--- src/hfp_pkg.sv ---
package hfp_pkg;

	localparam int PROB_W = 16;
	localparam int MANT_W = 24;
	localparam int EXP_W  = 16;
	localparam int KIND_W = 2;
	localparam int IDX_W  = 3;
	localparam int CFG_W  = 4;

	localparam logic [CFG_W-1:0] CFG_RESET = CFG_W'(8);

	typedef enum logic [KIND_W-1:0] {
		KIND_INIT  = 2'd0,
		KIND_TRANS = 2'd1,
		KIND_EMIS  = 2'd2,
		KIND_OBS   = 2'd3
	} kind_t;

	typedef struct packed {
		kind_t              kind;
		logic [IDX_W-1:0]   row;
		logic [IDX_W-1:0]   col;
		logic [PROB_W-1:0]  prob;
		logic [IDX_W-1:0]   symbol;
		logic               start_req;
	} item_t;

	typedef struct packed {
		logic [IDX_W-1:0]   state_index;
		logic [MANT_W-1:0]  mantissa;
		logic [EXP_W-1:0]   exponent;
		logic               last;
	} result_t;

endpackage

--- src/hfp_item_if.sv ---
interface hfp_item_if
	import hfp_pkg::*;
();
	logic  valid;
	logic  ready;
	item_t data;

	modport source (output valid, output data, input ready);
	modport sink (input valid, input data, output ready);
endinterface

--- src/hfp_result_if.sv ---
interface hfp_result_if
	import hfp_pkg::*;
();
	logic    valid;
	logic    ready;
	result_t data;

	modport source (output valid, output data, input ready);
	modport sink (input valid, input data, output ready);
endinterface

--- src/hfp_cfg_if.sv ---
interface hfp_cfg_if
	import hfp_pkg::*;
();
	logic             valid;
	logic             ready;
	logic [CFG_W-1:0] data;

	modport source (output valid, output data, input ready);
	modport sink (input valid, input data, output ready);
endinterface

--- src/hfp_ram.sv ---
module hfp_ram #(
	parameter int WIDTH = 16,
	parameter int DEPTH = 64,
	localparam int AW = $clog2(DEPTH)
) (
	input  logic             clk,
	input  logic             we,
	input  logic [AW-1:0]    waddr,
	input  logic [WIDTH-1:0] wdata,
	input  logic [AW-1:0]    raddr,
	output logic [WIDTH-1:0] rdata
);

	logic [WIDTH-1:0] mem [DEPTH];

	always_ff @(posedge clk) begin
		if (we) begin
			mem[waddr] <= wdata;
		end
		rdata <= mem[raddr];
	end

endmodule

--- src/hmm_forward_probability_unit.sv ---
// Forward recursion of a hidden Markov model with block-floating alpha. Load beats (initial,
// transition, emission) are taken only while idle. An observe beat runs through one shared 24x16
// multiply-accumulate unit fed from the transition and emission RAMs: a start symbol makes one
// initial-times-emission product per state in use, any other symbol per state n transition
// products and then one emission product, where n is the number of states in use. Normalizing
// then shifts the largest mantissa one bit per cycle, and the n results leave one per cycle
// through an output register while the output side accepts them. A new beat is taken once the
// last result of the previous one is in the output register.
module hmm_forward_probability_unit
	import hfp_pkg::*;
#(
	parameter int STATES  = 8,
	parameter int SYMBOLS = 8
) (
	input  logic         clk,
	input  logic         arst_n,
	hfp_item_if.sink     item,
	hfp_result_if.source result,
	hfp_cfg_if.sink      cfg
);

	localparam int SI_W   = $clog2(STATES);
	localparam int TA_W   = $clog2(STATES * STATES);
	localparam int EA_W   = $clog2(SYMBOLS * STATES);
	localparam int PROD_W = MANT_W + PROB_W;
	localparam int ACC_W  = PROD_W + $clog2(STATES);
	localparam int SH_W   = $clog2(MANT_W);

	typedef enum logic [2:0] {
		S_IDLE,
		S_ISSUE,
		S_GAP,
		S_EMIS,
		S_DRAIN,
		S_NORM,
		S_OUT
	} state_t;

	typedef enum logic [1:0] {
		OP_INIT,
		OP_TRANS,
		OP_EMIS
	} op_kind_t;

	typedef struct packed {
		logic            vld;
		op_kind_t        kind;
		logic            first;
		logic [SI_W-1:0] idx;
	} op_t;

	state_t            state_q;
	logic [CFG_W-1:0]  cfg_q;
	logic [SI_W-1:0]   i_q;
	logic [SI_W-1:0]   k_q;
	logic [SI_W-1:0]   last_q;
	logic [IDX_W-1:0]  sym_q;
	logic              sym_ok_q;
	logic              start_q;
	logic [MANT_W-1:0] max_q;
	logic [SH_W-1:0]   shift_q;
	logic [EXP_W-1:0]  exp_q;
	logic [MANT_W-1:0] alpha_q [STATES];
	logic              out_vld_q;
	result_t           out_q;

	op_t               op_s1;
	op_t               op_s2;
	logic [MANT_W-1:0] alpha_s1;
	logic [PROB_W-1:0] init_s1;
	logic [PROD_W-1:0] prod_s2;
	logic [PROB_W-1:0] e_q;
	logic [ACC_W-1:0]  acc_q;
	logic [MANT_W-1:0] next_q [STATES];
	logic [PROB_W-1:0] init_q [STATES];

	logic              in_acc;
	logic              obs_acc;
	logic              init_we;
	logic              t_we;
	logic              e_we;
	logic [TA_W-1:0]   t_waddr;
	logic [EA_W-1:0]   e_waddr;
	logic [TA_W-1:0]   t_raddr;
	logic [EA_W-1:0]   e_raddr;
	logic [PROB_W-1:0] t_rdata;
	logic [PROB_W-1:0] e_rdata;
	logic [PROB_W-1:0] e_val;
	logic [SI_W-1:0]   act_last;
	op_t               issue_op;
	logic [MANT_W-1:0] sat_t;
	logic [MANT_W-1:0] mul_a;
	logic [PROB_W-1:0] mul_b;
	logic [PROD_W-1:0] mul_p;
	logic [MANT_W-1:0] nv;
	logic [MANT_W-1:0] shifted;
	logic [EXP_W:0]    exp_sum;

	assign item.ready   = (state_q == S_IDLE);
	assign cfg.ready    = 1'b1;
	assign result.valid = out_vld_q;
	assign result.data  = out_q;

	assign in_acc  = item.valid && item.ready;
	assign obs_acc = in_acc && (item.data.kind == KIND_OBS);

	// table loads, out-of-range indexes are dropped
	assign init_we = in_acc && (item.data.kind == KIND_INIT) && (32'(item.data.row) < STATES);
	assign t_we    = in_acc && (item.data.kind == KIND_TRANS)
		&& (32'(item.data.row) < STATES) && (32'(item.data.col) < STATES);
	assign e_we    = in_acc && (item.data.kind == KIND_EMIS)
		&& (32'(item.data.row) < SYMBOLS) && (32'(item.data.col) < STATES);
	assign t_waddr = TA_W'(32'(item.data.row) * STATES + 32'(item.data.col));
	assign e_waddr = EA_W'(32'(item.data.row) * STATES + 32'(item.data.col));

	assign t_raddr = TA_W'(32'(i_q) * STATES + 32'(k_q));
	assign e_raddr = EA_W'(32'(sym_q) * STATES + 32'(i_q));

	hfp_ram #(.WIDTH(PROB_W), .DEPTH(STATES * STATES)) u_trans_ram (
		.clk   (clk),
		.we    (t_we),
		.waddr (t_waddr),
		.wdata (item.data.prob),
		.raddr (t_raddr),
		.rdata (t_rdata)
	);

	hfp_ram #(.WIDTH(PROB_W), .DEPTH(SYMBOLS * STATES)) u_emis_ram (
		.clk   (clk),
		.we    (e_we),
		.waddr (e_waddr),
		.wdata (item.data.prob),
		.raddr (e_raddr),
		.rdata (e_rdata)
	);

	assign e_val = sym_ok_q ? e_rdata : '0;

	// zero states acts as one, too many acts as all
	always_comb begin
		if (cfg_q == '0) begin
			act_last = '0;
		end else if (32'(cfg_q) > STATES) begin
			act_last = SI_W'(STATES - 1);
		end else begin
			act_last = SI_W'(cfg_q - CFG_W'(1));
		end
	end

	always_comb begin
		issue_op       = '0;
		issue_op.idx   = i_q;
		issue_op.first = (k_q == '0);
		case (state_q)
			S_ISSUE: begin
				issue_op.vld  = 1'b1;
				issue_op.kind = start_q ? OP_INIT : OP_TRANS;
			end
			S_EMIS: begin
				issue_op.vld  = 1'b1;
				issue_op.kind = OP_EMIS;
			end
			default: begin
				issue_op.vld = 1'b0;
			end
		endcase
	end

	// row sum truncated to q0.24 and saturated
	assign sat_t = (|acc_q[ACC_W-1:PROD_W]) ? '1 : acc_q[PROD_W-1:PROB_W];

	always_comb begin
		case (op_s1.kind)
			OP_TRANS: begin
				mul_a = alpha_s1;
				mul_b = t_rdata;
			end
			OP_INIT: begin
				mul_a = MANT_W'(init_s1);
				mul_b = e_val;
			end
			OP_EMIS: begin
				mul_a = sat_t;
				mul_b = e_q;
			end
			default: begin
				mul_a = '0;
				mul_b = '0;
			end
		endcase
	end

	assign mul_p = PROD_W'(mul_a) * PROD_W'(mul_b);

	assign nv = (op_s2.kind == OP_INIT) ? prod_s2[2*PROB_W-1:2*PROB_W-MANT_W]
		: prod_s2[PROD_W-1:PROB_W];

	assign shifted = next_q[i_q] << shift_q;
	assign exp_sum = {1'b0, exp_q} + (EXP_W + 1)'(shift_q);

	// datapath: operand fetch, product, accumulate
	always_ff @(posedge clk) begin
		alpha_s1 <= alpha_q[k_q];
		init_s1  <= init_q[i_q];
		prod_s2  <= mul_p;
		if (init_we) begin
			init_q[SI_W'(item.data.row)] <= item.data.prob;
		end
		if (op_s1.vld && (op_s1.kind == OP_TRANS) && op_s1.first) begin
			e_q <= e_val;
		end
		if (op_s2.vld && (op_s2.kind == OP_TRANS)) begin
			acc_q <= (op_s2.first ? '0 : acc_q) + ACC_W'(prod_s2);
		end
		if (obs_acc) begin
			for (int j = 0; j < STATES; j++) begin
				next_q[j] <= '0;
			end
		end else if (op_s2.vld && (op_s2.kind != OP_TRANS)) begin
			next_q[op_s2.idx] <= nv;
		end
	end

	always_ff @(posedge clk or negedge arst_n) begin
		if (!arst_n) begin
			state_q   <= S_IDLE;
			cfg_q     <= CFG_RESET;
			i_q       <= '0;
			k_q       <= '0;
			last_q    <= '0;
			sym_q     <= '0;
			sym_ok_q  <= 1'b0;
			start_q   <= 1'b0;
			max_q     <= '0;
			shift_q   <= '0;
			exp_q     <= '0;
			out_vld_q <= 1'b0;
			out_q     <= '0;
			op_s1     <= '0;
			op_s2     <= '0;
			for (int j = 0; j < STATES; j++) begin
				alpha_q[j] <= '0;
			end
		end else begin
			op_s1 <= issue_op;
			op_s2 <= op_s1;
			if (cfg.valid && cfg.ready) begin
				cfg_q <= cfg.data;
			end
			if (result.valid && result.ready && (state_q != S_OUT)) begin
				out_vld_q <= 1'b0;
			end
			if (op_s2.vld && (op_s2.kind != OP_TRANS) && (nv > max_q)) begin
				max_q <= nv;
			end
			case (state_q)
				S_IDLE: begin
					if (obs_acc) begin
						i_q      <= '0;
						k_q      <= '0;
						last_q   <= act_last;
						sym_q    <= item.data.symbol;
						sym_ok_q <= (32'(item.data.symbol) < SYMBOLS);
						start_q  <= item.data.start_req;
						max_q    <= '0;
						shift_q  <= '0;
						state_q  <= S_ISSUE;
					end
				end
				S_ISSUE: begin
					if (start_q) begin
						if (i_q == last_q) begin
							state_q <= S_DRAIN;
						end else begin
							i_q <= i_q + SI_W'(1);
						end
					end else if (k_q == last_q) begin
						k_q     <= '0;
						state_q <= S_GAP;
					end else begin
						k_q <= k_q + SI_W'(1);
					end
				end
				// lets the last product of the row reach the accumulator
				S_GAP: begin
					state_q <= S_EMIS;
				end
				S_EMIS: begin
					if (i_q == last_q) begin
						state_q <= S_DRAIN;
					end else begin
						i_q     <= i_q + SI_W'(1);
						state_q <= S_ISSUE;
					end
				end
				S_DRAIN: begin
					if (!op_s1.vld && !op_s2.vld) begin
						state_q <= S_NORM;
					end
				end
				S_NORM: begin
					if ((max_q == '0) || max_q[MANT_W-1]) begin
						if (start_q) begin
							exp_q <= EXP_W'(shift_q);
						end else begin
							exp_q <= exp_sum[EXP_W] ? '1 : exp_sum[EXP_W-1:0];
						end
						i_q     <= '0;
						state_q <= S_OUT;
					end else begin
						max_q   <= max_q << 1;
						shift_q <= shift_q + SH_W'(1);
					end
				end
				S_OUT: begin
					if (!out_vld_q || result.ready) begin
						out_vld_q         <= 1'b1;
						out_q.state_index <= IDX_W'(i_q);
						out_q.mantissa    <= shifted;
						out_q.exponent    <= exp_q;
						out_q.last        <= (i_q == last_q);
						alpha_q[i_q]      <= shifted;
						if (i_q == last_q) begin
							// states not in use drop to zero
							for (int j = 0; j < STATES; j++) begin
								if (SI_W'(j) > last_q) begin
									alpha_q[j] <= '0;
								end
							end
							state_q <= S_IDLE;
						end else begin
							i_q <= i_q + SI_W'(1);
						end
					end
				end
				default: begin
					state_q <= S_IDLE;
				end
			endcase
		end
	end

endmodule
--- src/flat_wrapper.sv ---
// flat-port wrapper written by rule: the top's interface ports become plain ports
module hmm_forward_probability_unit_flat import hfp_pkg::*;
#(
	parameter int STATES  = 8,
	parameter int SYMBOLS = 8
)
  (clk, arst_n, item_valid, item_data, item_ready, result_valid, result_data, result_ready, cfg_valid, cfg_data, cfg_ready);
  hfp_item_if item_i ();
  hfp_result_if result_i ();
  hfp_cfg_if cfg_i ();
  input  logic clk;
  input  logic arst_n;
  input wire logic [$bits(item_i.valid)-1:0] item_valid;
  input wire logic [$bits(item_i.data)-1:0] item_data;
  output wire logic [$bits(item_i.ready)-1:0] item_ready;
  output wire logic [$bits(result_i.valid)-1:0] result_valid;
  output wire logic [$bits(result_i.data)-1:0] result_data;
  input wire logic [$bits(result_i.ready)-1:0] result_ready;
  input wire logic [$bits(cfg_i.valid)-1:0] cfg_valid;
  input wire logic [$bits(cfg_i.data)-1:0] cfg_data;
  output wire logic [$bits(cfg_i.ready)-1:0] cfg_ready;
  assign item_i.valid = item_valid;
  assign item_i.data = item_data;
  assign item_ready = item_i.ready;
  assign result_valid = result_i.valid;
  assign result_data = result_i.data;
  assign result_i.ready = result_ready;
  assign cfg_i.valid = cfg_valid;
  assign cfg_i.data = cfg_data;
  assign cfg_ready = cfg_i.ready;
  hmm_forward_probability_unit #(.STATES(STATES), .SYMBOLS(SYMBOLS)) u_core (.clk(clk), .arst_n(arst_n), .item(item_i), .result(result_i), .cfg(cfg_i));
endmodule
--- config.mk ---
export PLATFORM = sky130hd
export DESIGN_NAME = hmm_forward_probability_unit_flat
export DESIGN_NICKNAME = d
export VERILOG_FILES = /design/src/hfp_pkg.sv /design/src/hfp_item_if.sv /design/src/hfp_result_if.sv /design/src/hfp_cfg_if.sv /design/src/hfp_ram.sv /design/src/hmm_forward_probability_unit.sv /design/src/flat_wrapper.sv
export SDC_FILE = /design/constraint.sdc
export NUM_CORES = 2
export LEC_CHECK = 0
export ABC_CLOCK_PERIOD_IN_PS = 7900
export BUFFER_PORTS_ARGS = -buffer_cell sky130_fd_sc_hd__buf_2
export CAP_MARGIN = 20
export CORE_ASPECT_RATIO = 2
export CORE_MARGIN = 2
export CORE_UTILIZATION = 30
export CTS_BUF_LIST = sky130_fd_sc_hd__clkbuf_8
export DETAILED_ROUTE_END_ITERATION = 8
export SLEW_MARGIN = 0
export SYNTH_ARGS = -nofsm -noshare
export SYNTH_HDL_FRONTEND = slang
export SYNTH_SLANG_ARGS = --single-unit
--- constraint.sdc ---
create_clock -name clk -period 7.9 [get_ports clk]
set_clock_uncertainty 0.15 [all_clocks]
set_input_delay 0 -clock clk [delete_from_list [all_inputs] [get_ports clk]]
set_output_delay 0 -clock clk [all_outputs]
set_load 0.005 [all_outputs]
=== Yosys cells after proc, flatten, opt, wreduce, memory -nomap -nowiden ===
Memory sizes are Yosys's and may differ from the RTL's. A register that Yosys moved wholly into a read port is not among the register bits.
Index checks and enable logic that the tools add are counted.

* Flip-flop bits (word level): 440
* Memory bits (writable): 2368
* Output and inout port bits: 47
* Memories: 4

{| class="wikitable"
|+ Memories
! memory !! words !! width !! rd ports !! clocked after Yosys merged registers in !! write ports !! line !! RTL
|-
| u_core.u_emis_ram.mem || 64 || 16 || 1 || 1 || 1 || hfp_ram.sv:14 || <nowiki>logic [WIDTH-1:0] mem [DEPTH];</nowiki>
|-
| u_core.u_trans_ram.mem || 64 || 16 || 1 || 1 || 1 || hfp_ram.sv:14 ||
|-
| u_core.next_q || 8 || 24 || 1 || 0 || 8 || hmm_forward_probability_unit.sv:74 || <nowiki>logic [MANT_W-1:0] next_q [STATES];</nowiki>
|-
| u_core.init_q || 8 || 16 || 1 || 1 || 1 || hmm_forward_probability_unit.sv:75 || <nowiki>logic [PROB_W-1:0] init_q [STATES];</nowiki>
|}

* $add $sub $neg: 9
* $mul: 1
* Order comparisons: 13
* Eq/ne operators: 26
* Shift-type cells: 1
* Muxes and demuxes: 71
* Bitwise logic cells: 2
* Reductions and logical operators: 39

{| class="wikitable"
|+ Operator list
! kind !! count
|-
| 24-bit 2-to-1 mux || 17
|-
| 192-bit bitwise mux || 1
|-
| 192-bit 2-to-1 mux || 1
|-
| 24-bit binary-select mux with 3-bit select || 1
|-
| 24-bit demux with 3-bit select || 1
|-
| 24-bit case mux with 3 select lines || 1
|-
| 3-bit 2-to-1 mux || 19
|-
| 16-bit 2-to-1 mux || 3
|-
| 16-bit case mux with 3 select lines || 1
|-
| 24-bit case mux with 2 select lines || 1
|-
| 43-bit by 40-bit adder with 43-bit output || 1
|-
| 43-bit 2-to-1 mux || 1
|-
| 24-bit by 16-bit multiplier with 40-bit output || 1
|-
| 24-bit greater-than comparator || 1
|-
| 24-bit zero test || 1
|-
| 24-bit OR reduction || 1
|-
| 24-bit by 5-bit << shifter with 24-bit output || 1
|-
| 3-bit case mux with 7 select lines || 1
|-
| 6-bit by 3-bit adder with 6-bit output || 3
|-
| 16-bit by 5-bit adder with 17-bit output || 1
|-
| 1-bit 2-to-1 mux || 17
|-
| 3-bit case mux with 5 select lines || 1
|-
| 1-bit logical AND || 14
|-
| 3-bit greater-than comparator, first input constant || 4
|-
| 36 further kinds || 68
|}

=== Longest topological paths before layout ===
* Depth in word-level cells: 8
* Gate-level depth with buffers: 31

=== Cells and area by module ===
From an unflattened synthesis, not the netlist that was laid out.

* Cells, all modules: 8249
* Area, all modules: 128807.3 um2

{| class="wikitable"
|+ By module, submodules not included
! module !! instances !! cells an instance !! area each (um2) !! sequential area each (um2)
|-
| hmm_forward_probability_unit || 1 || 4591 || 48725.5 || 20916.3
|-
| hfp_ram (u_core.u_trans_ram) || 1 || 1829 || 40042.2 || 31069.8
|-
| hfp_ram (u_core.u_emis_ram) || 1 || 1829 || 40039.7 || 31069.8
|}

=== Worst setup path after synthesis ===
OpenSTA, ideal clock, no wires.

* Path type: reg-to-reg
* Start: register u_core.op_s1[5] (netlist name)
* End: register u_core.prod_s2[39]
* Arrival: 6.932 ns
* Data required time: 7.632 ns
* Setup slack: 0.699 ns
* Stages on the path, launching flop included: 28
* Buffers on the path: 3
* Cells stage by stage: dfrtp_1 clkbuf_1 clkbuf_1 clkbuf_1 o21ai_0 o21ai_1 nand2_1 fa_1 inv_1 fa_1 inv_1 fa_1 inv_1 fa_1 fa_1 inv_1 fa_1 inv_1 ha_1 a211oi_1 o221ai_1 nor2b_1 o2bb2ai_1 o211a_1 a211o_1 o31ai_1 o41a_1 xnor2_1

* Cells in the longest elaborated chain, start to end: 3
* Elaborated cells between the ends (all ways): 6
* Classes of those cells: mul (1); eq/ne (2); mux (2); reduce/logical (1)

{| class="wikitable"
|+ RTL lines
! item !! line !! RTL
|-
| from (decl) || hmm_forward_probability_unit.sv:67 || <nowiki>op_t op_s1;</nowiki>
|-
| from (signal assigned) || hmm_forward_probability_unit.sv:245 || <nowiki>op_s1 <= issue_op;</nowiki>
|-
| 2-bit equality test (tied with other cells) || hmm_forward_probability_unit.sv:173 || <nowiki>case (op_s1.kind)</nowiki>
|-
| 24-bit case mux with 3 select lines / 16-bit case mux with 3 select lines (equally long branches) || hmm_forward_probability_unit.sv:173 ||
|-
| 24-bit by 16-bit multiplier with 40-bit output (*) || hmm_forward_probability_unit.sv:193 || <nowiki>assign mul_p = PROD_W'(mul_a) * PROD_W'(mul_b);</nowiki>
|-
| net u_core.mul_p[39] || hmm_forward_probability_unit.sv:94 || <nowiki>logic [PROD_W-1:0] mul_p;</nowiki>
|-
| to (signal assigned) || hmm_forward_probability_unit.sv:205 || <nowiki>prod_s2 <= mul_p;</nowiki>
|-
| to (decl) || hmm_forward_probability_unit.sv:71 || <nowiki>logic [PROD_W-1:0] prod_s2;</nowiki>
|}

Mark *: on every way through the listed nets, which the timed path passes. The rest lies on a longest branch.
A chain may end at the register's enable or synchronous reset.

=== Final worst setup path ===
* Start: register u_core.acc_q[40]
* End: register u_core.prod_s2[39]

* Cells in the longest elaborated chain, start to end: 4

{| class="wikitable"
|+ RTL lines
! item !! line !! RTL
|-
| from (decl) || hmm_forward_probability_unit.sv:73 || <nowiki>logic [ACC_W-1:0] acc_q;</nowiki>
|-
| from (signal assigned) || hmm_forward_probability_unit.sv:213 || <nowiki>acc_q <= (op_s2.first ? '0 : acc_q) + ACC_W'(prod_s2);</nowiki>
|-
| 3-bit OR reduction || hmm_forward_probability_unit.sv:170 || <nowiki>assign sat_t = (|acc_q[ACC_W-1:PROD_W]) ? '1 : acc_q[PROD_W-1:PROB_W];</nowiki>
|-
| 24-bit 2-to-1 mux || hmm_forward_probability_unit.sv:170 ||
|-
| 24-bit case mux with 3 select lines || hmm_forward_probability_unit.sv:173 ||
|-
| 24-bit by 16-bit multiplier with 40-bit output || hmm_forward_probability_unit.sv:193 ||
|-
| net u_core.mul_p[39] || hmm_forward_probability_unit.sv:94 ||
|}

The timed path passes the listed nets, and every way through them passes these cells.

==> out/metrics.yaml <==
global_routing:
  antenna_found_initial: 42
  grt_pass1_wl_microns: 627000
  track_usage_pct: 20.6
  grt_pass1_vias: 82722
  grt_max_degree: 128
  grt-ovfl-total: 0
yosys:
  yosysSeqAreaShare_pct: 65.6
  synth_nets: 9052
  async_reset_ff_share_pct: 11.1
  synth-compound-area-share_pct: 7.89
  yosysTopAreaCell: "edfxtp_1"
  yosysMostFrequentCell: "edfxtp_1"
  synth_edf_count: 2427
  synth_common_cells: "edfxtp_1 (2427), nand2_1 (793), nor2_1 (714)"
  ys_ff_latch: 2856
  yosys_warnings: 0
  ys_types: 92
  yosys.area_share.simple_pct: 6.17
  synth-adder-area-share_pct: 6.73
  synth-xor-area-share_pct: 0.568
  synth.avg_cell_area_sq_um: 14.9
  syn_area_sq_um: 127000
  synth_top_cell_area_share_pct: 57.6
  syn_inst: 8521
  muxShareOfSynthArea_pct: 10.1
  synth_top_family_by_area: "multiplexers"
  synth_area_leaders: "edfxtp_1 (58%), mux4_2 (6.8%), dfrtp_1 (6.2%)"
  synth_ff_type: "edfxtp_1"
clock_tree:
  insertion_delay_ns: 1.10
  cts_num_sinks: 2856
  cts_buffer_depth: 4
  cts_root_buf: "clkbuf_8"
  htreeDepth: 5
  cts-buffers-inserted: 389
  path_clk_slew_ns: 0.07
  cts_tree: "done"
routing:
  dr.pass1.iters: 7
  drtIter0Drc: 7955
  vias: 79657
  wire_per_inst_microns: 29.9
  drcViolationCount: 0
  drt_wl_total_microns: 451000
  avgViaCountPerCell: 5.28
  ant_nets: 0
worst_hold_path:
  hold_path_depth: 2
  min-delay-path-class: "in2reg"
  hp-start: "item_data[12]"
placed_design:
  place.gp.congestion: 0.994
  dpl.hpwl_microns: 316000
  io_buffer_count: 82
cells_and_area:
  register_area_sq_um: 83100
  multi_input_area_sq_um: 40200
  n_fill_cell: 40285
  finalNetCount: 9681
  drive_gt1_share_pct: 18.4
  final_util_pct: 34.7
  area_growth_pct: 15.2
sta:
  final.min_clock_period_ns: 7.66
  slew_headroom_pct: 15.4
  setup_viol: 0
  worstMarginPinSlew_ns: 1.27
  hold_slack_ns: 0.0268
  fmax_mhz: 130
  maxSlewViolCount: 0
  period_share_pct: 97.0
  rsz0062_at_grt: "false"
  fin_tns_setup_ns: 0
  hold_viol: 0
worst_setup_path:
  reg2reg_from: "u_core.acc_q[40]$_DFFE_PP_"
  critPathKind: "reg2reg"
  reg2reg_depth: 26
  cp.arrival_ns: 8.51
  cp-end-kind: "flip-flop"
  cp_max_fo: 17
  cp_data_required_time_ns: 8.75
  worst_setup_path_start_kind: "flip-flop"
  startpoint: "u_core.acc_q[40]$_DFFE_PP_"
floorplanning:
  ioPinCount: 84
  die_area_sq_um: 427000
  initial_utilization_pct: 30.1
  die_h_microns: 923
  fp.dieW_microns: 463
  rows: 337
  core-area_sq_um: 420000
run_status:
  status: "complete, no violations"
flow_run:
  maxCapViolations: 0
-- registers in the layout (all words and copies together) (netlist names), 7 cells and up --
name / cells
u_core.alpha_q: 192
u_core.exp_q: 16
u_core.alpha_s1: 24
u_core.op_s2: 7
u_core.u_trans_ram.mem: 1024
u_core.max_q: 24
u_core.init_q: 128
u_core.acc_q: 43
u_core.u_emis_ram.rdata: 16
u_core.op_s1: 7
u_core.next_q: 192
u_core.prod_s2: 40
u_core.u_trans_ram.rdata: 16
u_core.init_s1: 16
u_core.e_q: 16
u_core.result.data: 44
u_core.u_emis_ram.mem: 1024
-- layout make-up --
cell class | count | area share, %
timing repair buffer | 714 | 4.35
clock inverter | 288 | 1.21
sequential | 2856 | 57.0
tap | 5593 | 4.80
antenna | 22 | 0.0378
inverter | 436 | 1.12
multi-input combinational | 4753 | 27.6
clock buffer | 412 | 3.89
-- cell families after synthesis --
group | Yosys count
AO/OA/AOI/OAI | 1526
XOR/XNOR | 82
adder cells (fa/ha/maj) | 496
buffers and inverters | 912
flip-flops | 2856
multiplexers | 785
other | 1
AND/OR/NAND/NOR | 1863
-- cells in the final DEF, fill, tap and decap left out, types with 36 or more instances in the layout --
master,instances
a221o_1,36
xnor2_1,60
fa_1,304
and2_1,36
ha_1,185
mux4_2,384
inv_1,548
nor3_1,63
o22ai_1,50
dfrtp_1,306
o21ai_0,346
a31oi_1,36
mux2_2,89
nor2_2,38
buf_2,66
a22o_1,93
buf_12,48
mux2i_1,302
a21oi_1,346
nor2b_1,59
nand4_1,36
nand3_1,55
a22oi_1,161
edfxtp_1,2427
nand2_1,791
clkinv_2,46
buf_4,487
clkbuf_8,412
dfxtp_1,112
clkinv_1,82
dlygate4sd3_1,85
a221oi_1,95
a21o_1,63
o21ai_1,41
nor2_1,673
-- timing repair --
action / in CTS / in global routing
cloned: 0 / 0
buffers inserted: 0 / 2
hold endpoints to repair: 4199 / 0
hold buffers: 99 / 0
resized for setup: 1 / 17
endpoints found under the setup margin: 2 / 8
pin swaps: 0 / 1
-- path summary, 6_finish.rpt --
| check | end | slack (ns) |
|---|---|---|
| setup / recovery | u_core.prod_s2[39]$_DFF_P_ | 0.24 |
| hold / removal | u_core.u_trans_ram.mem[37][8]$_DFFE_PP_ | 0.03 |
| setup reg to reg | u_core.prod_s2[39]$_DFF_P_ | 0.24 |
| hold reg to reg | u_core.op_s2[0]$_DFF_PN0_ | 0.20 |
| max in group asynchronous | u_core.op_s1[2]$_DFF_PN0_ | 6.25 |
| min in group asynchronous | u_core.alpha_q[144]$_DFFE_PN0P_ | 0.07 |
-- layer usage --
layer	wire length, microns	vias to the layer above	GRT usage (%)
met2	238000	3835	37.8
met4	50800	8	19.6
met1	136000	41185	19.3
met5	55	-	0
li1	-	33296	-
met3	26600	1333	3.34
-- stage by stage --
stage	cells	area [sq um]	setup slack (ns)
6_report	15074	146000	0.236
5_1_grt	15062	146000	0.0144
4_1_cts	15039	145000	0.0457
3_5_place_dp	14240	137000	0.0119
3_3_place_gp	14223	137000	0.0645
2_1_floorplan	8521	127000	0.699
-- critical path, stage by stage, from the launching register on --
cell	delay, ns
edfxtp_1	0.46
or3_1	0.39
buf_12	0.18
nor2_1	0.10
nand2_1	0.06
o21ai_0	0.12
o21a_1	0.21
buf_6	0.20
nor2_1	0.08
fa_2	0.72
fa_1	0.49
fa_1	0.63
fa_1	0.50
fa_1	0.50
inv_1	0.05
fa_1	0.51
inv_1	0.06
ha_1	0.31
o21ai_0	0.12
o221ai_1	0.28
nor2b_1	0.10
o2bb2ai_1	0.14
o211a_1	0.27
a211o_1	0.31
o31ai_2	0.30
o41a_1	0.18
xnor2_1	0.07
Power is left out: the tool's default activity adds up to more than one toggle a clock period on the data nets, which glitch-free logic cannot reach.
